### src/pbbp_pkg.sv
package pbbp_pkg;

  localparam int BLOCKS_PER_STORAGE = 4096;
  localparam int BC_W      = $clog2(BLOCKS_PER_STORAGE + 1);
  localparam int PAL_W     = 13;
  localparam int WORD_W    = 32;
  localparam int BUF_DEPTH = 7;
  localparam int CNT_W     = 3;
  localparam int VARINT_MAX = 5;

  typedef struct packed {
    logic [BUF_DEPTH-1:0][7:0] bytes;
    logic [CNT_W-1:0]          cnt;
    logic                      done;
  } pbbp_run_t;

  typedef struct packed {
    logic [VARINT_MAX-1:0][7:0] bytes;
    logic [CNT_W-1:0]           cnt;
  } pbbp_varint_t;

  // bits per block from the palette length
  function automatic logic [4:0] field_width(input logic [PAL_W-1:0] len);
    logic [4:0] w;
    if (len <= PAL_W'(2))        w = 5'd1;
    else if (len <= PAL_W'(4))   w = 5'd2;
    else if (len <= PAL_W'(8))   w = 5'd3;
    else if (len <= PAL_W'(16))  w = 5'd4;
    else if (len <= PAL_W'(32))  w = 5'd5;
    else if (len <= PAL_W'(64))  w = 5'd6;
    else if (len <= PAL_W'(256)) w = 5'd8;
    else                         w = 5'd16;
    return w;
  endfunction

  function automatic logic [5:0] per_word(input logic [4:0] w);
    logic [5:0] n;
    case (w)
      5'd1:    n = 6'd32;
      5'd2:    n = 6'd16;
      5'd3:    n = 6'd10;
      5'd4:    n = 6'd8;
      5'd5:    n = 6'd6;
      5'd6:    n = 6'd5;
      5'd8:    n = 6'd4;
      default: n = 6'd2;
    endcase
    return n;
  endfunction

  function automatic logic [31:0] zigzag(input logic [31:0] v);
    return {v[30:0], 1'b0} ^ {32{v[31]}};
  endfunction

  function automatic pbbp_varint_t varint(input logic [31:0] zig);
    pbbp_varint_t r;
    logic [CNT_W-1:0] n;
    logic [31:0] sh;
    n = CNT_W'(1);
    if (zig[31:7] != '0)  n = CNT_W'(2);
    if (zig[31:14] != '0) n = CNT_W'(3);
    if (zig[31:21] != '0) n = CNT_W'(4);
    if (zig[31:28] != '0) n = CNT_W'(5);
    for (int k = 0; k < VARINT_MAX; k++) begin
      sh = zig >> (7 * k);
      r.bytes[k] = {(CNT_W'(k + 1) < n), sh[6:0]};
    end
    r.cnt = n;
    return r;
  endfunction

endpackage

### src/pbbp_pack.sv
module pbbp_pack (
  input  logic                       clk,
  input  logic                       rst_n,
  input  logic                       cfg_we,
  input  logic [pbbp_pkg::PAL_W-1:0] cfg_data,
  input  logic                       item_we,
  input  logic signed [31:0]         item_value,
  output pbbp_pkg::pbbp_run_t        run
);
  import pbbp_pkg::*;

  logic [PAL_W-1:0]  pal_len_r;
  logic [BC_W-1:0]   block_count_r, block_count_nxt;
  logic [4:0]        slot_r, slot_nxt;
  logic [WORD_W-1:0] acc_r, acc_nxt;
  logic [PAL_W-1:0]  pal_count_r, pal_count_nxt;

  logic [4:0]        width;
  logic [31:0]       mask;
  logic [9:0]        shift;
  logic [WORD_W-1:0] acc_new;
  logic              complete;
  logic              last_block;
  logic              block_phase;
  pbbp_varint_t      len_vi;
  pbbp_varint_t      val_vi;
  logic [CNT_W-1:0]  p;

  assign width       = field_width(pal_len_r);
  assign mask        = (32'd1 << width) - 32'd1;
  assign shift       = 10'(slot_r) * 10'(width);
  assign acc_new     = (shift < 10'd32) ? (acc_r | ((item_value & mask) << shift[4:0])) : acc_r;
  assign block_phase = block_count_r < BC_W'(BLOCKS_PER_STORAGE);
  assign last_block  = block_count_r == BC_W'(BLOCKS_PER_STORAGE - 1);
  assign complete    = (6'(slot_r) + 6'd1 >= per_word(width)) || last_block;
  assign len_vi      = varint(zigzag(32'(pal_len_r)));
  assign val_vi      = varint(zigzag(item_value));

  always_comb begin
    run             = '0;
    p               = '0;
    block_count_nxt = block_count_r;
    slot_nxt        = slot_r;
    acc_nxt         = acc_r;
    pal_count_nxt   = pal_count_r;
    if (block_phase) begin
      if (block_count_r == '0) begin
        run.bytes[p] = {2'b00, width, 1'b1};
        p = p + CNT_W'(1);
      end
      block_count_nxt = block_count_r + BC_W'(1);
      if (complete) begin
        for (int k = 0; k < 4; k++) begin
          run.bytes[p + CNT_W'(k)] = acc_new[8*k +: 8];
        end
        p        = p + CNT_W'(4);
        acc_nxt  = '0;
        slot_nxt = '0;
      end else begin
        acc_nxt  = acc_new;
        slot_nxt = slot_r + 5'd1;
      end
      if (last_block) begin
        // palette length fits in two varint bytes
        for (int k = 0; k < 2; k++) begin
          if (CNT_W'(k) < len_vi.cnt) run.bytes[p + CNT_W'(k)] = len_vi.bytes[k];
        end
        p = p + len_vi.cnt;
        if (pal_len_r == '0) run.done = 1'b1;
      end
    end else begin
      for (int k = 0; k < VARINT_MAX; k++) begin
        run.bytes[k] = val_vi.bytes[k];
      end
      p = val_vi.cnt;
      if ({1'b0, pal_count_r} + (PAL_W + 1)'(1) >= {1'b0, pal_len_r}) run.done = 1'b1;
      else pal_count_nxt = pal_count_r + PAL_W'(1);
    end
    run.cnt = p;
    if (run.done) begin
      block_count_nxt = '0;
      slot_nxt        = '0;
      acc_nxt         = '0;
      pal_count_nxt   = '0;
    end
  end

  always_ff @(posedge clk) begin
    if (!rst_n) begin
      pal_len_r     <= PAL_W'(1);
      block_count_r <= '0;
      slot_r        <= '0;
      acc_r         <= '0;
      pal_count_r   <= '0;
    end else begin
      if (cfg_we) pal_len_r <= cfg_data;
      if (item_we) begin
        block_count_r <= block_count_nxt;
        slot_r        <= slot_nxt;
        acc_r         <= acc_nxt;
        pal_count_r   <= pal_count_nxt;
      end
    end
  end

endmodule

### src/palette_block_bit_packer_unit.sv
// palette block storage packer
// in channel (in_valid/in_ready/in_value): 4096 block indices, then one
// palette entry per item until the configured number of entries has gone by;
// the next item then starts a new storage.
// cfg channel (cfg_valid/cfg_ready/cfg_pal_len): always ready,
// write it only while no bytes are pending.
// out channel: one byte per transfer, out_run_end marks the last byte caused by
// an input item, out_stream_end the last byte of the storage.
// each accepted item is turned into its bytes in the cycle it is taken and
// parked in a 7-byte run buffer, from which its first byte moves on to the
// out register. bytes leave at one per cycle while the receiver is ready;
// most block items make no byte, the first block the header byte, a
// word-completing block 4 to 6, a palette entry 1 to 5. the next item is
// taken in the cycle the last byte of the current run moves to the out
// register. a stalled receiver holds the out register and the run buffer;
// in_ready drops until the buffer drains.
// reset (synchronous, rst_n low) clears all counters and the buffer and sets
// the palette length to 1.
module palette_block_bit_packer_unit (
  input  logic                       clk,
  input  logic                       rst_n,
  input  logic                       cfg_valid,
  output logic                       cfg_ready,
  input  logic [pbbp_pkg::PAL_W-1:0] cfg_pal_len,
  input  logic                       in_valid,
  output logic                       in_ready,
  input  logic signed [31:0]         in_value,
  output logic                       out_valid,
  input  logic                       out_ready,
  output logic [7:0]                 out_byte,
  output logic                       out_run_end,
  output logic                       out_stream_end
);
  import pbbp_pkg::*;

  pbbp_run_t                 run;
  logic [BUF_DEPTH-1:0][7:0] buf_r, buf_nxt;
  logic [CNT_W-1:0]          buf_cnt_r, buf_cnt_nxt;
  logic                      buf_done_r, buf_done_nxt;
  logic                      out_valid_r, out_valid_nxt;
  logic [7:0]                out_byte_r, out_byte_nxt;
  logic                      out_run_end_r, out_run_end_nxt;
  logic                      out_stream_end_r, out_stream_end_nxt;
  logic                      move;
  logic                      accept;

  assign cfg_ready = 1'b1;
  assign move      = (buf_cnt_r != '0) && (!out_valid_r || out_ready);
  assign in_ready  = (buf_cnt_r == '0) || ((buf_cnt_r == CNT_W'(1)) && move);
  assign accept    = in_valid && in_ready;

  pbbp_pack u_pack (
    .clk        (clk),
    .rst_n      (rst_n),
    .cfg_we     (cfg_valid && cfg_ready),
    .cfg_data   (cfg_pal_len),
    .item_we    (accept),
    .item_value (in_value),
    .run        (run)
  );

  always_comb begin
    buf_nxt            = buf_r;
    buf_cnt_nxt        = buf_cnt_r;
    buf_done_nxt       = buf_done_r;
    out_valid_nxt      = out_valid_r;
    out_byte_nxt       = out_byte_r;
    out_run_end_nxt    = out_run_end_r;
    out_stream_end_nxt = out_stream_end_r;
    if (move) begin
      out_valid_nxt      = 1'b1;
      out_byte_nxt       = buf_r[0];
      out_run_end_nxt    = buf_cnt_r == CNT_W'(1);
      out_stream_end_nxt = (buf_cnt_r == CNT_W'(1)) && buf_done_r;
      for (int k = 0; k < BUF_DEPTH - 1; k++) begin
        buf_nxt[k] = buf_r[k + 1];
      end
      buf_cnt_nxt = buf_cnt_r - CNT_W'(1);
    end else if (out_ready) begin
      out_valid_nxt = 1'b0;
    end
    if (accept) begin
      buf_nxt      = run.bytes;
      buf_cnt_nxt  = run.cnt;
      buf_done_nxt = run.done;
    end
  end

  always_ff @(posedge clk) begin
    if (!rst_n) begin
      buf_cnt_r   <= '0;
      buf_done_r  <= 1'b0;
      out_valid_r <= 1'b0;
    end else begin
      buf_cnt_r   <= buf_cnt_nxt;
      buf_done_r  <= buf_done_nxt;
      out_valid_r <= out_valid_nxt;
    end
  end

  always_ff @(posedge clk) begin
    buf_r            <= buf_nxt;
    out_byte_r       <= out_byte_nxt;
    out_run_end_r    <= out_run_end_nxt;
    out_stream_end_r <= out_stream_end_nxt;
  end

  assign out_valid      = out_valid_r;
  assign out_byte       = out_byte_r;
  assign out_run_end    = out_run_end_r;
  assign out_stream_end = out_stream_end_r;

endmodule

### config.mk
export PLATFORM = sky130hd
export DESIGN_NAME = palette_block_bit_packer_unit
export DESIGN_NICKNAME = d
export VERILOG_FILES = /design/src/pbbp_pkg.sv /design/src/pbbp_pack.sv /design/src/palette_block_bit_packer_unit.sv
export SDC_FILE = /design/constraint.sdc
export NUM_CORES = 1
export LEC_CHECK = 0
export ABC_AREA = 1
export BUFFER_PORTS_ARGS = -buffer_cell sky130_fd_sc_hd__buf_2
export CELL_PAD_IN_SITES_DETAIL_PLACEMENT = 1
export CELL_PAD_IN_SITES_GLOBAL_PLACEMENT = 2
export CORE_MARGIN = 3
export CORE_UTILIZATION = 30
export DETAILED_ROUTE_END_ITERATION = 12
export PLACE_DENSITY = 0.85
export SYNTH_ARGS = -nofsm -noshare
export SYNTH_HDL_FRONTEND = slang
export SYNTH_SLANG_ARGS = --single-unit
### constraint.sdc
create_clock -name clk -period 5.66 [get_ports clk]
set_input_delay 1.415 -clock clk [delete_from_list [all_inputs] [get_ports clk]]
set_output_delay 1.415 -clock clk [all_outputs]
set_load 0.05 [all_outputs]
==> flow_metrics.env, run 1 <==
export IMPL_cts_path_max_buffers=2
export IMPL_port_buffers=61
export IMPL_synth_top_flop_cell="dfxtp_1"
export IMPL_finalWeightedCongestion=0.907
export IMPL_design_area_mm2=0.0123
export IMPL_placed_cells=2006
export IMPL_reg2reg_from="u_pack.pal_len_r[4]"
export IMPL_synth_area_per_cell_um2=7.07
export IMPL_wirelength_um=40800
export IMPL_final_min_clock_period_ps=5280
export IMPL_insertion_delay_ps=440
export IMPL_antenna_found_initial=0
export IMPL_cp_depth=26
export IMPL_final_nets=1682
export IMPL_min_to="out_byte[2]"
export IMPL_routed_via_density=5.25
export IMPL_tritoncts="built"
export IMPL_peakVddDrop_v=0.000186
export IMPL_slew_headroom_pct=28.8
export IMPL_hold_viol=0
export IMPL_crit_buf_inv=2
export IMPL_drv_cap=0
export IMPL_wire_per_inst_um=20.0
export IMPL_ys_seq_area_share_pct=33.3
export IMPL_yosys_warnings=0
export IMPL_yosys_area_top_type="edfxtp_1"
export IMPL_required_ps=5960
export IMPL_hold_path_class="flip-flop to flip-flop"
export IMPL_grt_max_degree=52
export IMPL_dpl_cell_area_mm2=0.0116
export IMPL_syn_instance_count=1518
export IMPL_antenna_cells=0
export IMPL_fin_skew_ps=10.9
export IMPL_start_util_pct=30.8
export IMPL_multi_input_area_mm2=0.00636
export IMPL_worstHoldStart="buf_r[2]"
export IMPL_reg2reg_slack_ps=380
export IMPL_die_area_mm2=0.0381
export IMPL_p_leak_nw=5.53
export IMPL_areaGrowthSynthToFinish_pct=14.7
export IMPL_synth_edf_count=65
export IMPL_critical_path_slowest_cell="fa_1"
export IMPL_p_total_w=0.00521
export IMPL_core_rowCount=68
export IMPL_synth_seq_cells=146
export IMPL_fp_dieH_um=195
export IMPL_post_route_period_util_pct=93.2
export IMPL_slowest_delay_ps=580
export IMPL_crit_family="adder cells"
export IMPL_drc=0
export IMPL_drt_first_pass_iters=6
export IMPL_grt_overflow=0
export IMPL_grtUsageTotal_pct=21.4
export IMPL_layout_drive_gt1_share_pct=13.0
export IMPL_rr_endpoint="buf_r[5]"
export IMPL_h_tree_depth=4
export IMPL_netlist_area_mm2=0.0107
export IMPL_fin_setup_tns_ps=0
export IMPL_path_clk_slew_ps=70
export IMPL_grt_pass1_wl_um=64100
export IMPL_hold_path_depth=0
export IMPL_synthArstFlopShare_pct=0
export IMPL_dpl_hpwl_um=30800
export IMPL_numCtsBuffers=17
export IMPL_seqCellArea_mm2=0.00358
export IMPL_final_core_util_pct=35.3
export IMPL_p_per_area_mw_per_mm2=423
export IMPL_tightest_slew_ps=1060
export IMPL_clock_sinks=146
export IMPL_synth_top_area_share_pct=18.2
export IMPL_cp_data_arrival_time_ps=5570
export IMPL_drt_initial_drc_count=917
export IMPL_ioPinCount=63
export IMPL_status="finished, final reports clean"
export IMPL_yosys_top_cells_area="edfxtp_1, dfxtp_1, nand2_1"
export IMPL_fmax_mhz=190
export IMPL_start_kind="flip-flop"
export IMPL_path_common_cell="nand2_1"
export IMPL_endpoint_kind="flip-flop"
export IMPL_fill_cells=4404
export IMPL_rsz0062_at_grt="true"
export IMPL_worstSetupPathType="flip-flop to flip-flop"
export IMPL_final_cells=2044
export IMPL_grt_pass1_vias=11096
export IMPL_reg2reg_depth=26
export IMPL_crit_fanout=11
export IMPL_die_w_um=195
export IMPL_core_area_mm2=0.0349
export IMPL_setup_viol_count_final=0
export IMPL_root_buffer="clkbuf_16"
export IMPL_num_vias=10740
export IMPL_slew_violations=0
export IMPL_netlist_cell_type_count=58
export IMPL_ant_nets=0
cells by family (layout without fill, tap and decap cells):
logic type / count (synthesis) / in the layout / share of synthesized area [%]
adders and majority gates: 56 / 56 / 7.16
xor gates and xnor gates: 44 / 44 / 3.59
DFF: 146 / 146 / 33.3
other: 2 / 10 / 0.0700
AOI/OAI and AO/OA: 268 / 268 / 14.2
and+or+nand+nor: 780 / 780 / 33.3
buffers and inverters: 222 / 285 / 8.36
sequential cells by signal, indices dropped and copies added (netlist names):
name / count
buf_cnt_r: 3
buf_r: 55
u_pack.pal_count_r: 13
u_pack.acc_r: 32
out_stream_end: 1
buf_done_r: 1
u_pack.block_count_r: 13
out_byte: 8
out_run_end: 1
u_pack.pal_len_r: 13
out_valid: 1
u_pack.slot_r: 5
what timing repair did:
item                                    in CTS  in global routing
endpoints found under the hold margin        0                  0
buffers inserted                             0                  6
hold buffers                                 0                  0
gates resized for setup                      0                 20
endpoints found under the setup margin       0                 50
worst max path at each step:
stage          slack [ps]        end                  from
5_1_grt               -20   buf_r[5]   u_pack.pal_len_r[3]
6_report              380   buf_r[5]   u_pack.pal_len_r[4]
3_3_place_gp          190   buf_r[1]  u_pack.pal_len_r[10]
3_5_place_dp           80   buf_r[1]  u_pack.pal_len_r[10]
4_1_cts                20  buf_r[20]  u_pack.pal_len_r[10]
2_1_floorplan         330   buf_r[4]   u_pack.pal_len_r[0]
layout by cell type (no fill, tap or decap), drive strengths merged, types with 2 or more instances in the layout:
master	n
a32o	4
o21ai	106
a22oi	4
a21oi	107
ha	47
o21a	3
o2111ai	2
inv	149
nand4	20
xnor2	11
clkinv	11
a21boi	5
nor4	7
clkbuf	21
dfxtp	81
or2	4
bufinv	3
a32oi	3
edfxtp	65
o211ai	8
a211oi	7
o22ai	4
nand2	388
buf	100
a31oi	9
nor2	136
nand3	170
xor2	33
and3	28
fa	9
conb	10
a221oi	3
nor3	24
cells in the mapped netlist, types with 9 or more instances:
| master | n |
|---|---|
| fa_1 | 9 |
| nor2_1 | 115 |
| xor2_1 | 33 |
| edfxtp_1 | 65 |
| nor2_2 | 11 |
| buf_2 | 21 |
| nor3_1 | 23 |
| nand2_1 | 373 |
| nand3_1 | 166 |
| inv_1 | 141 |
| and3_1 | 28 |
| xnor2_1 | 11 |
| a21oi_1 | 104 |
| nand4_1 | 19 |
| clkbuf_1 | 40 |
| o21ai_1 | 18 |
| o21ai_0 | 86 |
| ha_1 | 47 |
| dfxtp_1 | 81 |
power breakdown:
part / internal [W] / leakage, nW / switching (W)
registers: 0.00155 / 1.31 / 0.000117
clock network: 0.000726 / 0.306 / 0.000467
logic: 0.000621 / 3.91 / 0.00173
area by class of cell:
class / count / area share [%]
clock buffer: 21 / 3.83
clock inverter: 11 / 1.07
inverter: 153 / 4.76
multi-input combinational: 1158 / 51.7
sequential: 146 / 29.1
tap: 455 / 4.62
timing repair buffer: 100 / 4.99
routing by layer:
metal / global-route usage (%) / wire, µm
met5: 0 / 0
met4: 7.76 / 1340
met3: 3.78 / 2050
met2: 35.2 / 19200
met1: 28.4 / 18200
metrics by stage:
step	setup WS [ps]	hold WS (ps)
finish	385	420
global route	-19.1	427
CTS	18.8	421
detailed placement	84.8	405
global placement	192	406
floorplan	329	400
(Power assumes the default switching activity.)
==> inputs of run 2 (changes only) <==
--- a/config.mk
+++ b/config.mk
@@ -9,10 +9,11 @@
 export BUFFER_PORTS_ARGS = -buffer_cell sky130_fd_sc_hd__buf_2
 export CELL_PAD_IN_SITES_DETAIL_PLACEMENT = 1
 export CELL_PAD_IN_SITES_GLOBAL_PLACEMENT = 2
+export CORE_ASPECT_RATIO = 1.25
 export CORE_MARGIN = 3
 export CORE_UTILIZATION = 30
 export DETAILED_ROUTE_END_ITERATION = 12
-export PLACE_DENSITY = 0.85
+export PLACE_DENSITY = 0.82
 export SYNTH_ARGS = -nofsm -noshare
 export SYNTH_HDL_FRONTEND = slang
 export SYNTH_SLANG_ARGS = --single-unit
==> constraint.sdc (replaced) <==
create_clock -name clk -period 5 [get_ports clk]
set_input_delay 1.25 -clock clk [delete_from_list [all_inputs] [get_ports clk]]
set_output_delay 1.25 -clock clk [all_outputs]
set_load 0.05 [all_outputs]
==> flow_metrics.env, run 2 (synthesis gave the netlist of run 1 again) <==
export IMPL_crit_fanout=5
export IMPL_root_buffer="clkbuf_16"
export IMPL_grt_overflow=0
export IMPL_placed_cells=2062
export IMPL_wirelength_um=42200
export IMPL_drt_initial_drc_count=503
export IMPL_antenna_found_initial=0
export IMPL_ioPinCount=63
export IMPL_antenna_cells=0
export IMPL_crit_family="adder cells"
export IMPL_largest_register="buf_r"
export IMPL_die_area_mm2=0.0381
export IMPL_top_regs="buf_r (55), u_pack.acc_r (32)"
export IMPL_path_clk_slew_ps=70
export IMPL_ant_nets=0
export IMPL_wire_per_inst_um=19.9
export IMPL_reg2reg_slack_ps=-220
export IMPL_crit_buf_inv=3
export IMPL_setup_viol_count_final=40
export IMPL_clock_sinks=146
export IMPL_worstSetupPathType="flip-flop to flip-flop"
export IMPL_drc=0
export IMPL_die_w_um=175
export IMPL_tritoncts="built"
export IMPL_grt_pass1_wl_um=65200
export IMPL_fill_cells=4366
export IMPL_peakVddDrop_v=0.000270
export IMPL_grtUsageMet1_pct=26.5
export IMPL_final_cells=2116
export IMPL_areaGrowthSynthToFinish_pct=23.7
export IMPL_dpl_hpwl_um=31500
export IMPL_final_nets=1741
export IMPL_layout_drive_gt1_share_pct=22.4
export IMPL_final_min_clock_period_ps=5220
export IMPL_start_util_pct=30.8
export IMPL_port_buffers=61
export IMPL_cts_hold_buf=0
export IMPL_core_area_mm2=0.0349
export IMPL_routed_via_density=5.20
export IMPL_largest_reg_flops=55
export IMPL_tightest_slew_ps=1380
export IMPL_fin_setup_tns_ps=-3780
export IMPL_final_common_cell="nand2_1"
export IMPL_drv_cap=0
export IMPL_rsz0062_at_grt="true"
export IMPL_drt_first_pass_iters=5
export IMPL_grt_max_degree=53
export IMPL_numCtsBuffers=17
export IMPL_endpoint_kind="flip-flop"
export IMPL_top_usage_layer="met2"
export IMPL_hold_path_class="flip-flop to flip-flop"
export IMPL_status="finished with violations"
export IMPL_post_route_period_util_pct=104
export IMPL_slowest_delay_ps=560
export IMPL_setup_ws_ps=-216
export IMPL_cts_path_max_buffers=2
export IMPL_start_kind="flip-flop"
export IMPL_p_leak_nw=5.88
export IMPL_fp_dieH_um=217
export IMPL_critical_path_slowest_cell="fa_1"
export IMPL_insertion_delay_ps=430
export IMPL_grtUsageTotal_pct=21.9
export IMPL_slew_headroom_pct=7.80
export IMPL_fmax_mhz=192
export IMPL_cp_data_arrival_time_ps=5500
export IMPL_hold_viol=0
export IMPL_layout_common_cells="nand2_1, nand3_1, inv_1"
export IMPL_grt_use_met2_pct=38.9
export IMPL_required_ps=5290
export IMPL_violations="negative setup slack"
export IMPL_finalWeightedCongestion=0.916
export IMPL_num_vias=11012
export IMPL_core_rowCount=76
export IMPL_met3_usage_pct=2.75
export IMPL_grt_pass1_vias=11392
export IMPL_slew_violations=0
export IMPL_fin_skew_ps=19.2
export IMPL_h_tree_depth=4
export IMPL_p_per_area_mw_per_mm2=474
## run 2: cell count changes in the layout (fill, tap and decap cells not counted), moves of 7 or more
cell     before  now
nand2_4       8   17
nand2_1     370  330
nand3_1     166  154
nand2_2      10   41
a21oi_2       4   21
nor2_2       13   20
nor2_1      110  103
buf_6         1   15
nand3_2       4   13
a21oi_1     103   83
buf_4        37   79
## run 2: metrics by stage
step	total power (W)	hold slack, ps	area [µm²]	utilization [%]	worst slack, ps
after floorplan	0.00358	400	10800	-	20.8
after global placement	0.00454	404	12000	34.3	-334
after detailed placement	0.00460	407	12000	34.3	-586
after CTS	0.00610	422	12900	37.1	-175
after global routing	0.00665	433	13300	38.1	-494
final	0.00630	420	13300	38.1	-216
## run 2: per-layer routing
metal  wire length [µm]  up-vias  part of all wire [%]
li1                   -     5314                     -
met1              17500     5375                    42
met2              21100      252                    50
met3               1570       71                   3.7
met4               1990        0                   4.7
met5                  0        -                     0
## run 2: final cells by class
type	count	area, µm²	area share [%]
Multi-Input combinational cell	1158	6840	51.5
Tap cell	468	586	4.41
Sequential cell	146	3580	26.9
Inverter	153	589	4.44
Clock buffer	18	429	3.23
Timing Repair Buffer	159	1140	8.56
Clock inverter	14	123	0.923
## run 2: path summary, 6_finish.rpt
kind / from / end / cells past startpoint
max: u_pack.pal_len_r[0] / buf_r[5] / 28
min: buf_r[0] / out_byte[0] / 0
max reg2reg: u_pack.pal_len_r[0] / buf_r[5] / 28
min reg2reg: buf_r[0] / out_byte[0] / 0
## run 2: what timing repair did
action / 4_1_cts / 5_1_grt
pin swaps: 44 / 40
setup buffers: 14 / 14
setup endpoints to repair: 63 / 72
resized for setup: 90 / 72
cloned: 1 / 0
## run 2: power by group
group / leakage (nW) / internal (W) / switching (W)
Combinational: 4.29 / 0.000989 / 0.00219
Sequential: 1.31 / 0.00175 / 0.000125
Clock: 0.279 / 0.000655 / 0.000585
Total: 5.88 / 0.00339 / 0.00290
